[src/rtl/livar_pkg.sv]
`timescale 1ns / 1ps
// Shared types and constants for the linearized imputation variance block.
// Used by livar_div and linearized_imputation_variance_top.
package livar_pkg;

    localparam int VAL_W  = 32;
    localparam int CAT_W  = 5;
    localparam int VAR_W  = 63;
    localparam int STAT_W = 2;

    localparam logic [STAT_W-1:0] ST_OK            = 2'd0;
    localparam logic [STAT_W-1:0] ST_ZERO_OBS      = 2'd1;
    localparam logic [STAT_W-1:0] ST_FEW_ROWS      = 2'd2;
    localparam logic [STAT_W-1:0] ST_FILL_MISMATCH = 2'd3;

    typedef struct packed {
        logic signed [VAL_W-1:0] imputed;
        logic [CAT_W-1:0]        filled;
        logic                    observed;
        logic signed [VAL_W-1:0] value;
    } t_row;

endpackage

[src/rtl/livar_div.sv]
`timescale 1ns / 1ps
// Restoring unsigned divider, one quotient bit per cycle.
// Depends on livar_pkg only through the project import convention.
module livar_div
    import livar_pkg::*;
#(
    parameter int NUM_W = 8,
    parameter int DEN_W = 8
) (
    input  logic             i_clk,
    input  logic             i_rst_n,
    input  logic             i_start,
    input  logic [NUM_W-1:0] i_num,
    input  logic [DEN_W-1:0] i_den,
    output logic             o_done,
    output logic [NUM_W-1:0] o_quot
);

    localparam int CNT_W = $clog2(NUM_W + 1);

    logic [NUM_W-1:0] r_q;
    logic [DEN_W-1:0] r_rem;
    logic [DEN_W-1:0] r_den;
    logic [CNT_W-1:0] r_cnt;
    logic             r_done;
    logic [DEN_W:0]   w_sh;
    logic [DEN_W:0]   w_diff;
    logic             w_ge;

    assign w_sh   = {r_rem, r_q[NUM_W-1]};
    assign w_ge   = w_sh >= {1'b0, r_den};
    assign w_diff = w_sh - {1'b0, r_den};

    always_ff @(posedge i_clk) begin
        if (!i_rst_n) begin
            r_cnt  <= '0;
            r_done <= 1'b0;
        end else begin
            r_done <= 1'b0;
            if (i_start) begin
                r_q   <= i_num;
                r_rem <= '0;
                r_den <= i_den;
                r_cnt <= CNT_W'(NUM_W);
            end else if (r_cnt != '0) begin
                r_rem <= w_ge ? w_diff[DEN_W-1:0] : w_sh[DEN_W-1:0];
                r_q   <= {r_q[NUM_W-2:0], w_ge};
                r_cnt <= r_cnt - 1'b1;
                if (r_cnt == CNT_W'(1)) begin
                    r_done <= 1'b1;
                end
            end
        end
    end

    assign o_done = r_done;
    assign o_quot = r_q;

endmodule

[config.mk]
export PLATFORM = sky130hd
export DESIGN_NAME = livar_div
export DESIGN_NICKNAME = d
export VERILOG_FILES = /design/src/rtl/livar_pkg.sv /design/src/rtl/livar_div.sv
export SDC_FILE = /design/constraint.sdc
export NUM_CORES = 1
export LEC_CHECK = 0
export ABC_AREA = 1
export BUFFER_PORTS_ARGS = -buffer_cell sky130_fd_sc_hd__buf_2
export CORE_MARGIN = 1
export CORE_UTILIZATION = 50
export DETAILED_ROUTE_END_ITERATION = 10
export HOLD_SLACK_MARGIN = 0.1
export PLACE_DENSITY = 0.71
export SLEW_MARGIN = 20
export SYNTH_ARGS = -nofsm -noshare
export SYNTH_HDL_FRONTEND = slang
export SYNTH_SLANG_ARGS = --single-unit
export TNS_END_PERCENT = 30
[constraint.sdc]
create_clock -name i_clk -period 2.29 [get_ports i_clk]
set_input_delay 0.1145 -clock i_clk [delete_from_list [all_inputs] [get_ports i_clk]]
set_output_delay 0.1145 -clock i_clk [all_outputs]
set_load 0.01 [all_outputs]
==> results.toml, run 1 <==
[status]
status = "completed"

[clock_network]
root_buffer = "clkbuf_4"
worstSkewPairLatency_ns = 0.33
cts_setup_buffers = 0
clock_path_buffers = 2
cts_sinks = 29
cts_resized = 0
clkTransAtPathRegs_ns = 0.09
htree_levels = 2
cts_tree = "built"
cts_buffers = 5

[yosys]
synth_top_family_by_area = "simple AND/OR/NAND/NOR gates"
async_flop_share_pct = 0
synth_edf_count = 24
ys_warn_count = 0
synth-xor-area-share_pct = 2.44
ys_ff_latch = 29
synth.most_common_cell = "nand2_1"
synth_area_leaders = "edfxtp_1 (40%), nand2_1 (13%), ha_1 (7.7%), inv_1 (6.5%), dfxtp_1 (5.6%)"
synth_ff_type = "edfxtp_1"
synth-compound-area-share_pct = 3.00
synthAdderAreaFrac_pct = 8.79
synth_common_cells = "nand2_1 (60), inv_1 (31), edfxtp_1 (24), nor2_1 (20)"
synth-simple-area-share_pct = 32.2
synth_top_cell_by_area = "edfxtp_1"
yosys.cell_types.count = 27
synth_top_cell_area_share_pct = 40.2
synth.area.mux_share_pct = 0
synth_nets = 240
yosysSeqAreaShare_pct = 45.7
syn_inst = 209
syn_area_per_cell_sq_um = 8.58
synth_area_sq_um = 1790

[die]
initial_core_util_pct = 52.9
fp.coreArea_sq_um = 3390
die_w_um = 61.9
pin_count = 28
dieArea_sq_um = 3830
std_cell_rows = 21
die_h_um = 61.9

[setup_path]
cp.depth = 9
cp_top_family = "simple AND/OR/NAND/NOR gates"
cp_max_fo = 6
path_buf_inv = 0
worstPathCellList = "ha_1 > nand2_1 > nand2_2 > nand2_2 > nand2_4 > nor2_4 > nand2_4 > nor2_1 > nor2_2"
r2r_start = "r_rem[5]"
rr_worst_depth = 9
arrival_ns = 1.95
crit_type = "flop to flop"
cp-end-kind = "flop"
startpoint_type = "flop"
ff2ff_setup_slack_ns = 0.42
worstSetupStartpoint = "r_rem[5]"
cp_slowest_cell = "edfxtp_1"
required_ns = 2.37
cpPeakStageDelay_ns = 0.40
r2r-end = "r_rem[2]"

[sta]
final.min_clock_period_ns = 1.87
clock_skew_ns = 0.00740
layout_setup_ws_ns = 0.418
clock.fmax_mhz = 534
maxSlewViolCount = 0
setup_violations = 0
slew_headroom_pct = 64.4
max_slew.worst_pin.slew_ns = 0.530
period_share_pct = 81.7
rsz0062_at_grt = "false"
fin_tns_setup_ns = 0
hold_violations = 0

[min_path]
hold_start = "i_start"
hold_depth = 3
min_to = "r_cnt[3]"
hold_path_class = "input pin to flop"

[global_route]
grt_pass1_wl_mm = 6.15
overflow = 0
track_usage_pct = 23.2
grt_antenna_before_repair = 0
grt_pass1_vias = 1389
grt_max_degree = 18

[detailed_routing]
routed-wl-met2_mm = 1.66
viasPerCell = 4.84
highest_layer = "met4"
drt_wl_total_mm = 3.59
drt_iter0_drc = 56
wl_per_cell_um = 11.7
ant_nets = 0
wl_met3_um = 132
vias = 1480
drtPass1Iterations = 4
met1Wirelength_mm = 1.68
drc = 0

[place]
numPortBuffers = 27
finalWeightedCongestion = 0.865
place_ws_ns = 0.412
dp.cells = 281
dp_hpwl_mm = 2.44

[power]
p_leak_nw = 1.10
powerDensity_nw_per_um2 = 868
power_w = 0.00192
peakVddDrop_mv = 0.457

[finish]
nFillCells = 274
nets = 290
drive_gt1_share_pct = 23.1
final_cells = 306
utilization_pct = 65.3
syn2layout_area_growth_pct = 23.4
n_antenna_cell = 0

[run]
cap_violations = 0
==> placed cells by master, fill, tap and decap left out, drive strengths merged <==
master and n:
nor2 28, dlygate4sd3 17, a21oi 5, dfxtp 5, nand4 2, xnor2 2
fa 1, clkbuf 8, o21ai 2, a211oi 1, nand3 13, inv 34
clkinv 1, nand3b 2, buf 28, edfxtp 24, nand2 71, xor2 3
ha 11, o21bai 1, or2 1
==> cells by family (layout without fill, tap and decap cells) <==
kind of cell | count (synthesis) | in the layout
compound gates | 9 | 9
xor+xnor | 5 | 5
fa+ha+maj | 12 | 12
flops | 29 | 29
simple gates | 117 | 117
buf+inv | 37 | 88
==> metrics by stage <==
stage	hold slack, ns	instance area, sq um
after global placement	0.292	1990
after detailed placement	0.293	1990
after CTS	0.167	2210
after global routing	0.246	2210
final	0.191	2210
after floorplan	0.213	1790
==> worst max path at each step <==
stage / endpoint / slack [ns]
global route: r_rem[6] / 0.28
CTS: r_rem[4] / 0.41
finish: r_rem[2] / 0.42
global placement: r_rem[4] / 0.43
floorplan: r_rem[6] / 0.57
detailed placement: o_quot[0] / 0.41
==> per-layer routing <==
layer	vias up	global-route usage [%]
met5	-	0
met4	0	12.1
met3	9	5.18
met2	35	35.8
met1	676	30.9
li1	760	-
==> timing repair <==
action	in CTS	in global routing
hold buffers	17	0
setup endpoints to repair	0	0
endpoints found under the hold margin	20	0
==> state kept, by name, summed over array words and instances (netlist names) <==
signal,flops
o_done,1
r_cnt,4
r_den,8
o_quot,8
r_rem,8
==> report_power, final <==
group          switching, W  leakage, nW  internal, W
Combinational      0.000530        0.788     0.000326
Clock              0.000175       0.0326     0.000151
Sequential        0.0000460        0.276     0.000695
Total              0.000751         1.10      0.00117
==> tightest hold or removal path: cells and delay by family <==
| kind | cells | cell delay, ns |
|---|---|---|
| compound gates | 1 | 0.08 |
| buf+inv | 1 | 0.17 |
| simple gates | 1 | 0.11 |
==> cell type report <==
| type | count | area [sq um] | share of cell area (%) |
|---|---|---|---|
| Inverter | 35 | 131 | 5.93 |
| Timing Repair Buffer | 45 | 313 | 14.1 |
| Clock buffer | 8 | 58.8 | 2.66 |
| Tap cell | 46 | 57.6 | 2.60 |
| Sequential cell | 29 | 821 | 37.1 |
| Multi-Input combinational cell | 143 | 833 | 37.6 |
Power figures use the tool's default switching activity.
==> run 2, diff against run 1 <==
--- a/config.mk
+++ b/config.mk
@@ -11,7 +11,7 @@
 export CORE_UTILIZATION = 50
 export DETAILED_ROUTE_END_ITERATION = 10
 export HOLD_SLACK_MARGIN = 0.1
-export PLACE_DENSITY = 0.71
+export PLACE_DENSITY = 0.73
 export SLEW_MARGIN = 20
 export SYNTH_ARGS = -nofsm -noshare
 export SYNTH_HDL_FRONTEND = slang
==> constraint.sdc (replaced) <==
create_clock -name i_clk -period 1.53 [get_ports i_clk]
set_input_delay 0.0765 -clock i_clk [delete_from_list [all_inputs] [get_ports i_clk]]
set_output_delay 0.0765 -clock i_clk [all_outputs]
set_load 0.01 [all_outputs]
==> results.toml, run 2 (same netlist as run 1, synthesis figures left out) <==
[min_path]
hold_start = "i_start"
min_to = "r_cnt[3]"
hold_path_class = "input pin to flop"
hold_depth = 3

[clock_network]
cts_buffers = 5
cts_tree = "built"
root_buffer = "clkbuf_4"
cts_sinks = 29
htree_levels = 2
clock_path_buffers = 2
clkTransAtPathRegs_ns = 0.10
worstSkewPairLatency_ns = 0.33

[finish]
mostFrequentLayoutCell = "nand2_1"
syn2layout_area_growth_pct = 44.0
n_antenna_cell = 0
drive_gt1_share_pct = 41.8
layout_common_cells = "nand2_1 (53), buf_2 (27), inv_1 (25), edfxtp_1 (24), buf_4 (20)"
utilization_pct = 76.2
nets = 312
final_cells = 328
fin_area_sq_um = 2580

[global_route]
grt_pass1_vias = 1497
track_usage_pct = 26.2
grt_max_degree = 17
overflow = 0
grt_pass1_wl_mm = 6.82
grt_antenna_before_repair = 0

[power]
peakVddDrop_mv = 0.919
power_w = 0.00353
p_leak_nw = 1.22
powerDensity_nw_per_um2 = 1370

[die]
dieArea_sq_um = 3830
initial_core_util_pct = 52.9
pin_count = 28
die_h_um = 61.9
die_w_um = 61.9
fp.coreArea_sq_um = 3390
std_cell_rows = 21

[setup_path]
startpoint_type = "flop"
cp-end-kind = "flop"
cpPeakStageDelay_ns = 0.45
ff2ff_setup_slack_ns = -0.18
crit_path_frequent_cell = "nand2_2"
r2r_start = "r_rem[5]"
required_ns = 1.61
cp_slowest_cell = "edfxtp_1"
arrival_ns = 1.79
path_buf_inv = 2
rr_worst_depth = 10
cp_max_fo = 4
crit_type = "flop to flop"
r2r-end = "o_quot[0]"
worstPathCellList = "ha_4 > nand2_2 > nand2_2 > nand2_2 > nand2_4 > inv_2 > nand2_2 > a21oi_2 > buf_6 > o21ai_2"
cp_top_family = "flip-flops"

[detailed_routing]
wl_met3_um = 190
viasPerCell = 4.73
drc = 0
drt_wl_total_mm = 4.43
highest_layer = "met4"
met1Wirelength_mm = 1.80
vias = 1551
drt_iter0_drc = 64
drtPass1Iterations = 4
routed-wl-met2_mm = 2.35
ant_nets = 0
wl_per_cell_um = 13.5

[sta]
clock.fmax_mhz = 585
slew_headroom_pct = 75.8
layout_setup_ws_ns = -0.180
final.min_clock_period_ns = 1.71
clock_skew_ns = 0.0121
maxSlewViolCount = 0
period_share_pct = 112
max_slew.worst_pin.slew_ns = 0.363
hold_violations = 0
rsz0062_at_grt = "true"
setup_violations = 9

[place]
numPortBuffers = 27
place_area_sq_um = 2250
dp_hpwl_mm = 2.72
finalWeightedCongestion = 0.798
dp.cells = 298

[status]
violations = "negative setup slack"
status = "finished, violations left"

[run]
cap_violations = 0
## run 2: cell types whose count changed in the layout (fill, tap and decap cells not counted), sizes merged
cell / change
clkbuf: -1
clkinv: +1
buf: +22
## run 2: how the worst max path moves through the flow
stage | startpoint | endpoint | slack (ns) | depth (start not counted)
final | r_rem[5] | o_quot[0] | -0.18 | 10
after global routing | r_rem[1] | r_rem[2] | -0.30 | 10
after CTS | r_rem[3] | r_rem[1] | -0.18 | 9
after detailed placement | r_rem[1] | r_rem[4] | -0.19 | 10
after global placement | r_rem[1] | r_rem[6] | -0.17 | 10
after floorplan | o_quot[7] | r_rem[6] | -0.09 | 11
## run 2: layout make-up
type	count	area (sq um)
tap	46	57.6
sequential	29	821
fill	218	806
clock inverter	1	5.00
timing repair buffer	67	498
clock buffer	7	65.1
inverter	35	131
multi-input combinational	143	1010
## run 2: timing repair
action                                 CTS  global route
setup endpoints to repair                9             9
resized for setup                        7            14
setup buffers                            2             3
pin swaps                                6            10
endpoints found under the hold margin   19             1
hold buffers                            16             1
## run 2: tightest hold or removal path, delay by kind of cell
kind / cells / cell delay, ns
AND/OR/NAND/NOR: 1 / 0.12
AO/OA/AOI/OAI: 1 / 0.08
buffers and inverters: 1 / 0.18
## run 2: power breakdown
part           leakage [nW]  switching, W  internal (W)
logic                 0.905      0.000979      0.000858
clock network        0.0413      0.000277      0.000266
registers             0.276      0.000104       0.00104
## run 2: routing by layer
layer	global-route usage, %	vias up
li1	-	802
met3	4.55	10
met1	30.1	699
met4	10.8	0
met5	0	-
met2	47.9	40
## run 2: per-stage QoR
| stage | TNS [ns] | setup slack [ns] | hold slack [ns] |
|---|---|---|---|
| detailed placement | -1.50 | -0.192 | 0.255 |
| global placement | -1.41 | -0.175 | 0.252 |
| floorplan | -1.05 | -0.0854 | 0.175 |
| global route | -2.33 | -0.300 | 0.197 |
| finish | -1.45 | -0.180 | 0.186 |
| CTS | -1.53 | -0.183 | 0.101 |
==> run 3, diff against run 2 <==
--- a/config.mk
+++ b/config.mk
@@ -5,13 +5,13 @@
 export SDC_FILE = /design/constraint.sdc
 export NUM_CORES = 1
 export LEC_CHECK = 0
-export ABC_AREA = 1
+export ABC_AREA = 0
 export BUFFER_PORTS_ARGS = -buffer_cell sky130_fd_sc_hd__buf_2
 export CORE_MARGIN = 1
 export CORE_UTILIZATION = 50
 export DETAILED_ROUTE_END_ITERATION = 10
 export HOLD_SLACK_MARGIN = 0.1
-export PLACE_DENSITY = 0.73
+export PLACE_DENSITY = 0.74
 export SLEW_MARGIN = 20
 export SYNTH_ARGS = -nofsm -noshare
 export SYNTH_HDL_FRONTEND = slang
==> results.toml, run 3 <==
[global_route]
overflow = 0
grt_pass1_wl_mm = 6.99
track_usage_pct = 28.3
grt_pass1_vias = 1515
grt_max_degree = 20
grt_antenna_before_repair = 0

[die]
die_w_um = 59.1
fp.coreArea_sq_um = 3080
die_h_um = 59.1
initial_core_util_pct = 53.0
pin_count = 28
dieArea_sq_um = 3500
std_cell_rows = 20

[finish]
layout_common_cells = "buf_4 (32), buf_2 (27), edfxtp_1 (24), dlygate4sd3_1 (16), inv_1 (9)"
mostFrequentLayoutCell = "buf_4"
syn2layout_area_growth_pct = 47.3
regArea_sq_um = 821
drive_gt1_share_pct = 49.3
multiInputGateArea_sq_um = 891
n_antenna_cell = 0
nets = 245
nFillCells = 199

[place]
numPortBuffers = 27
dp_hpwl_mm = 2.69
place_ws_ns = -0.514
finalWeightedCongestion = 0.886

[setup_path]
path_buf_inv = 1
cpPeakStageDelay_ns = 0.40
crit_type = "flop to flop"
cp_top_family = "adder cells"
rr_worst_depth = 8
cp-end-kind = "flop"
arrival_ns = 2.18
cp_slowest_cell = "fa_2"
worstPathCellList = "inv_1 > ha_2 > fa_2 > nor2b_4 > o31a_1 > o22ai_2 > or3_1 > a31oi_1"
cp.depth = 8
required_ns = 1.70
cp_max_fo = 2
startpoint_type = "flop"

[detailed_routing]
ant_nets = 0
drtPass1Iterations = 4
wl_per_cell_um = 16.0
vias = 1361
drt_iter0_drc = 27
drt_wl_total_mm = 4.14
viasPerCell = 5.25
drc = 0

[sta]
slew_headroom_pct = 70.8
maxSlewViolCount = 0
hold_violations = 0
rsz0062_at_grt = "true"
max_slew.worst_pin.slew_ns = 0.439
setup_violations = 9
final.min_clock_period_ns = 2.01
layout_setup_ws_ns = -0.484
holdWs_ns = 0.122
period_share_pct = 132
clock_skew_ns = 0.00637
fin_tns_setup_ns = -3.83
clock.fmax_mhz = 497

[power]
pwr-share-seq_pct = 35.1
switchingPower_w = 0.00125
clkPwrFrac_pct = 12.5
comb_power_share_pct = 52.3
peakVddDrop_mv = 0.940
p_int_w = 0.00215
powerDensity_nw_per_um2 = 1420
swShare_pct = 36.7
p_leak_nw = 0.978
power_w = 0.00340

[yosys]
synth_nets = 164
yosysSeqAreaShare_pct = 50.3
ys_warn_count = 0
async_flop_share_pct = 0
synth_area_leaders = "edfxtp_1 (44%), ha_1 (8.4%), dfxtp_1 (6.1%), mux2_2 (5.5%), inv_1 (2.5%)"
synth_common_cells = "edfxtp_1 (24), ha_1 (11), inv_1 (11), mux2_2 (8), a21oi_1 (7)"
synth.most_common_cell = "edfxtp_1"
synth_top_cell_area_share_pct = 44.1
synth_edf_count = 24
synth_top_cell_by_area = "edfxtp_1"
synth_ff_type = "edfxtp_1"
yosys.cell_types.count = 39
ys_ff_latch = 29
syn_inst = 133
synth_area_sq_um = 1630
syn_area_per_cell_sq_um = 12.3

[min_path]
hold_depth = 3
hold_path_class = "input pin to flop"

[clock_network]
htree_levels = 2
cts_sinks = 29
worstSkewPairLatency_ns = 0.32
cts_tree = "built"
clock_path_buffers = 2
root_buffer = "clkbuf_4"
cts_buffers = 5
clkTransAtPathRegs_ns = 0.09

[run]
cap_violations = 0

[status]
violations = "negative setup slack"
status = "finished, violations left"
## run 3: changes by cell type after synthesis, sizes merged, moves of 3 or more
cell    before  now
inv         34   11
nor3         0    4
nand2       71    4
o21a         0    4
o21ai        2    6
a211oi       1    4
mux2         0    8
a21oi        5    8
nor2        28    6
nand3       13    7
## run 3: through the flow
| step | area [sq um] | std cells | utilization, % |
|---|---|---|---|
| final | 2400 | 259 | 78.1 |
| after detailed placement | 2060 | 229 | 66.9 |
| after CTS | 2350 | 256 | 76.2 |
| after global placement | 2060 | 229 | 66.9 |
| after floorplan | 1690 | 133 | - |
| after global routing | 2400 | 259 | 78.1 |
## run 3: worst reg2reg max path: stages, from the launching register on
cell and delay, ns:
edfxtp_1 0.36, inv_1 0.05, ha_2 0.20, fa_2 0.40
nor2b_4 0.14, o31a_1 0.18, o22ai_2 0.09, or3_1 0.31
a31oi_1 0.14
## run 3: final timing paths
check        slack, ns        to      start
max              -0.48  r_rem[6]  o_quot[7]
min               0.12  r_cnt[0]    i_rst_n
max reg2reg      -0.48  r_rem[6]  o_quot[7]
min reg2reg       0.48    o_done   r_cnt[3]
## run 3: cells by family (layout without fill, tap and decap cells)
logic type / Yosys count / after routing / share of synthesized area, %
mux: 8 / 8 / 5.52
compound gates: 33 / 33 / 16.1
buf+inv: 13 / 95 / 3.91
simple gates: 34 / 34 / 12.4
fa+ha+maj: 12 / 12 / 9.66
flops: 29 / 29 / 50.3
xor+xnor: 4 / 4 / 2.15
## run 3: final cells by class
cell class / instances / share of cell area [%]
Clock buffer: 5 / 1.56
Tap cell: 44 / 2.29
Inverter: 11 / 1.72
Clock inverter: 3 / 0.520
Timing Repair Buffer: 76 / 22.7
Multi-Input combinational cell: 91 / 37.0
Sequential cell: 29 / 34.1
## run 3: what timing repair did
| action | in CTS | in global routing |
|---|---|---|
| resized for setup | 11 | 7 |
| buffers inserted | 3 | 3 |
| pin swaps | 10 | 6 |
| endpoints found under the setup margin | 9 | 9 |
| hold buffers | 16 | 0 |
| endpoints found under the hold margin | 16 | 0 |
## run 3: power groups by stage
stage / clock, W / combinational [W] / sequential (W)
final: 0.000427 / 0.00178 / 0.00120
after global routing: 0.000468 / 0.00195 / 0.00121
after CTS: 0.000430 / 0.00164 / 0.00119
after detailed placement: 0 / 0.00149 / 0.00120
after global placement: 0 / 0.00141 / 0.00119
after floorplan: 0 / 0.000917 / 0.00120
## run 3: layer usage
| layer | global-route usage [%] | wire length, um |
|---|---|---|
| met1 | 32.1 | 1700 |
| met2 | 49.8 | 2200 |
| met3 | 7.64 | 175 |
| met4 | 12.2 | 72 |
| met5 | 0 | 0 |
